--- config.mk ---
export PLATFORM = sky130hd
export DESIGN_NAME = kss_cell
export DESIGN_NICKNAME = d
export VERILOG_FILES = /design/src/rtl/kss_pkg.sv /design/src/rtl/kss_cell.sv
export SDC_FILE = /design/constraint.sdc
export NUM_CORES = 1
export LEC_CHECK = 0
export ABC_AREA = 1
export BUFFER_PORTS_ARGS = -buffer_cell sky130_fd_sc_hd__buf_2
export CORE_MARGIN = 4
export CORE_UTILIZATION = 40
export DETAILED_ROUTE_END_ITERATION = 16
export PLACE_DENSITY_LB_ADDON = 0.25
export RECOVER_POWER = 100
export SYNTH_ARGS = -nofsm -noshare
export SYNTH_HDL_FRONTEND = slang
export SYNTH_SLANG_ARGS = --single-unit
export TNS_END_PERCENT = 5
--- constraint.sdc ---
create_clock -name clk -period 24.2 [get_ports clk]
set_input_delay 4.84 -clock clk [delete_from_list [all_inputs] [get_ports clk]]
set_output_delay 4.84 -clock clk [all_outputs]
set_load 0.02 [all_outputs]
--- src/rtl/kss_pkg.sv ---
// kss_pkg: constants, codes and the stage record for the knot span search block
// no dependencies; imported by kss_cell and knot_span_search_top
`timescale 1ns / 1ps

package kss_pkg;

  localparam int MAX_KNOTS = 64;
  localparam int COORD_W   = 32;
  localparam int IDX_W     = $clog2(MAX_KNOTS);
  localparam int CNT_W     = $clog2(MAX_KNOTS + 1);
  localparam int KIDX_W    = 6;
  localparam int KC_W      = 7;
  localparam int TOL_W     = 16;
  localparam int SPAN_W    = 7;
  localparam int CFG_W     = 16;
  localparam int CFG_IDX_W = 1;

  typedef enum logic [CFG_IDX_W-1:0] {
    CFG_KNOT_COUNT = 1'b0,
    CFG_TOLERANCE  = 1'b1
  } cfg_reg_t;

  typedef enum logic {
    ACT_LOAD  = 1'b0,
    ACT_QUERY = 1'b1
  } action_t;

  typedef struct packed {
    logic                      valid;
    logic                      is_query;
    logic                      wr;
    logic [IDX_W-1:0]          idx;
    logic signed [COORD_W-1:0] coord;
    logic [CNT_W-1:0]          le_cnt;
    logic [CNT_W-1:0]          lt_cnt;
    logic                      ge_first;
    logic                      le_last;
    logic                      at_last;
  } stage_t;

endpackage

--- src/rtl/kss_cell.sv ---
// kss_cell: one cell of the knot chain, holds one knot and compares passing queries
// depends on kss_pkg
`timescale 1ns / 1ps

module kss_cell (
  input  logic                     clk,
  input  logic                     rst_n,
  input  logic [kss_pkg::IDX_W-1:0] cell_idx,
  input  logic [kss_pkg::IDX_W-1:0] last_idx,
  input  logic [kss_pkg::TOL_W-1:0] tol,
  input  kss_pkg::stage_t          stage_in,
  output kss_pkg::stage_t          stage_out
);
  import kss_pkg::*;

  logic signed [COORD_W-1:0] knot_r, knot_nxt;
  stage_t                    stage_r, stage_nxt;
  logic                      active;
  logic                      u_lt_k, k_lt_u;
  logic signed [COORD_W:0]   diff;
  logic [COORD_W:0]          mag;
  logic                      near;
  logic                      hit_wr;

  assign active = (cell_idx <= last_idx);
  assign u_lt_k = (stage_in.coord < knot_r);
  assign k_lt_u = (knot_r < stage_in.coord);
  assign diff   = {stage_in.coord[COORD_W-1], stage_in.coord} - {knot_r[COORD_W-1], knot_r};
  assign mag    = diff[COORD_W] ? (COORD_W+1)'(-diff) : (COORD_W+1)'(diff);
  assign near   = (mag < (COORD_W+1)'(tol));
  assign hit_wr = stage_in.valid && !stage_in.is_query && stage_in.wr
                  && (stage_in.idx == cell_idx);

  always_comb begin
    knot_nxt = knot_r;
    if (hit_wr) begin
      knot_nxt = stage_in.coord;
    end
  end

  always_comb begin
    stage_nxt = stage_in;
    if (stage_in.is_query && active) begin
      stage_nxt.le_cnt = stage_in.le_cnt + CNT_W'(!u_lt_k);
      stage_nxt.lt_cnt = stage_in.lt_cnt + CNT_W'(k_lt_u);
    end
    if (stage_in.is_query && (cell_idx == '0)) begin
      stage_nxt.ge_first = !u_lt_k;
    end
    if (stage_in.is_query && (cell_idx == last_idx)) begin
      stage_nxt.le_last = !k_lt_u;
      stage_nxt.at_last = near;
    end
  end

  always_ff @(posedge clk) begin
    knot_r <= knot_nxt;
  end

  always_ff @(posedge clk) begin
    if (!rst_n) begin
      stage_r.valid <= 1'b0;
    end else begin
      stage_r.valid <= stage_nxt.valid;
    end
    stage_r.is_query <= stage_nxt.is_query;
    stage_r.wr       <= stage_nxt.wr;
    stage_r.idx      <= stage_nxt.idx;
    stage_r.coord    <= stage_nxt.coord;
    stage_r.le_cnt   <= stage_nxt.le_cnt;
    stage_r.lt_cnt   <= stage_nxt.lt_cnt;
    stage_r.ge_first <= stage_nxt.ge_first;
    stage_r.le_last  <= stage_nxt.le_last;
    stage_r.at_last  <= stage_nxt.at_last;
  end

  assign stage_out = stage_r;

  a_advance : assert property (@(posedge clk) disable iff (!rst_n)
    stage_in.valid |=> stage_r.valid)
    else $error("item lost in cell");

  a_count_order : assert property (@(posedge clk) disable iff (!rst_n)
    (stage_r.valid && stage_r.is_query) |-> (stage_r.lt_cnt <= stage_r.le_cnt))
    else $error("strict count exceeds inclusive count");

  a_knot_write : assert property (@(posedge clk) disable iff (!rst_n)
    hit_wr |=> (knot_r == $past(stage_in.coord)))
    else $error("knot load not stored");

endmodule
==> out/results.tsv <==
metric	value	unit
max_slew headroom	-20.2	%
synth warn	0	
leakage	0.00446	uW
DRT iter0 DRCs	444	
top cell type's share of synthesized area	19.8	%
post-CTS setup buffer count	0	
Crit. path cell count	38	
fill cell count	1887	
number of H-tree levels	3	
Fin. Hold Viols	0	
total of max-cap violations	1	
Detailed Routing Iterations Pass 1	5	
port bufs	145	
Initial Utilization	41.1	%
antenna violations before repair	0	
Setup Skew	0.00825	ns
antenna diode count	0	
vias in the first global route	6694	
pin count of the biggest net entering global routing	35	
global-route wire length before repair	30900	um
CTS tree	yes	
CP Capture Type	flip-flop	
number of buffer and inverter stages on the critical path	6	
CTS resizes	0	
number of vias per cell	4.72	
register area share after synthesis	29.8	%
area delta synth->final	16.3	%
main area contributors after synthesis	nand2_1 20%, dfxtp_1 16%, edfxtp_1 13%, inv_1 12%, ha_1 10%	
FF+latch area	2120	sq um
worst skew pair latency	0.35	ns
Core Box Area	17400	sq um
Max FO, Critical Path	34	
flop-to-flop setup slack	19.33	ns
total global routing overflow	0	
worst min-delay path class	reg -> reg	
FF+latch count, synth	90	
Clock Tree Buf Depth	2	
type of origin of the critical path	primary input	
CP delay by family, top	simple AND/OR/NAND/NOR gates	
Final Setup Violations	0	
syn nets	1258	
data required time of the worst path	24.50	ns
Routed Antenna Nets	0	
hpwl dp	15700	um
peak supply drop	44.2	uV
# clock sinks	90	
Crit path top cell by count	nand2_1	
clock transition at the registers of the reported paths	0.07	ns
critical path arrival	9.45	ns
CTS buffer count	9	
total negative setup slack	0	ns
critical path class	in -> reg	
worst-margin pin slew	1.80	ns
reg2reg path depth	36	
power density over the cells	49.2	nW/um^2
RD Place Congestion	0.937	
die span in x	141	um
dominant cell by count in the synthesized netlist	nand2_1	
multi-input logic area	4080	sq um
top_reg_cell synth	dfxtp_1	
Mean Syn Cell Area	6.42	sq um
Cells after Synth	1111	
Max stage delay on crit path	0.63	ns
routed wire length per instance	12.4	um
post-layout minimum cycle time	9.15	ns
Post-synth top cells	376 x nand2_1, 229 x inv_1, 80 x nand3_1, 80 x nor2_1	
Final Hold Slack	1.07	ns
Hold Path Stages	5	
status	complete, but fails checks	
die area	20000	sq um
post-synth top area cell	nand2_1	
critical path's slowest cell	nand2_1	
Distinct cells, synth	40	
root buffer cell	clkbuf_16	
violated checks	capacitance limit, slew limit	
Die H	141	um
Async S/R FF share, synth	0	%
nets	1411	
hold-fix buffers at CTS	0	
Pins Over Slew Limit	33	
Fmax achieved	0.109	GHz
I/O pins	146	
gr usage total	18.9	%
RSZ-0062 raised after global routing	false	
share of layout cells above drive strength 1	9.38	%
Vias	7054	
EDFF count, synth	32	
crit share post-route	37.8	%
row count	48	
DRC viols	0	
final wirelength	18500	um
cell area after synthesis	7130	sq um
==> logic make-up after synthesis <==
| kind of cell | after synthesis | share of synthesized area, % |
|---|---|---|
| compound gates | 62 | 4.95 |
| xor+xnor | 25 | 3.07 |
| flops | 90 | 29.8 |
| simple gates | 633 | 38.8 |
| fa+ha+maj | 59 | 10.5 |
| buf+inv | 242 | 12.9 |
==> registers in the layout, indices dropped and copies added, names as in the netlist <==
signal and count:
stage_out 58, knot_r 32
==> path summary, 6_finish.rpt <==
| path | from | to |
|---|---|---|
| worst max-delay path | stage_in[17] | stage_out[0]$_DFF_P_ |
| worst min-delay path | knot_r[31]$_DFFE_PP_ | stage_out[2]$_DFF_P_ |
| worst max register to register | knot_r[0]$_DFFE_PP_ | stage_out[0]$_DFF_P_ |
| worst min register to register | knot_r[31]$_DFFE_PP_ | stage_out[2]$_DFF_P_ |
==> metal layers <==
metal | GRT usage, % | wire [um] | vias up
li1 | - | - | 3755
met3 | 3.47 | 1070 | 17
met1 | 23.2 | 8000 | 3126
met5 | 0 | 0 | -
met2 | 34.3 | 9150 | 156
met4 | 4.44 | 287 | 0
==> area by class of cell <==
class / count / share of cell area (%)
multi-input combinational: 779 / 49.3
sequential: 90 / 25.6
inverter: 238 / 10.8
timing repair buffer: 146 / 7.31
tap: 225 / 3.40
clock buffer: 11 / 3.07
clock inverter: 5 / 0.559
==> cell usage in the layout, fill, tap and decap left out, types with 9 or more instances in the layout <==
master	count
edfxtp_1	32
nand2_1	377
ha_1	58
nor2_2	15
dfxtp_1	58
nand3_2	9
inv_1	229
nand4_1	22
a21oi_1	31
xor2_1	21
o21ai_0	16
buf_2	46
clkbuf_16	10
clkbuf_1	101
nand3_1	80
nor3_1	14
nand2_2	19
nor2_1	80
==> power breakdown <==
part / internal [uW] / leakage (uW) / total, uW / switching, uW
Clock: 77.4 / 0.000147 / 139 / 62.0
Combinational: 35.0 / 0.00354 / 104 / 69.3
Sequential: 163 / 0.000777 / 164 / 1.43
Total: 275 / 0.00446 / 408 / 133
==> worst reg2reg max path, delay by kind of cell, from the launching register on <==
family                   cells  cell delay (ns)
AO/OA/AOI/OAI                2             0.19
buffers and inverters        4             0.73
flip-flops                   1             0.38
adder cells (fa/ha/maj)      3             0.86
XOR/XNOR                     1             0.13
AND/OR/NAND/NOR             26             2.53
==> per-stage QoR <==
step	utilization (%)	cells	power (uW)	worst slack, ns	cell area (sq um)
after floorplan	-	1111	242	13.08	7130
after global placement	46.8	1478	273	15.23	8120
after detailed placement	46.8	1478	274	15.10	8120
after CTS	48.5	1494	415	15.45	8420
after global routing	47.7	1494	436	14.46	8290
final	47.7	1494	408	15.05	8290
Power figures use the tool's default switching activity.
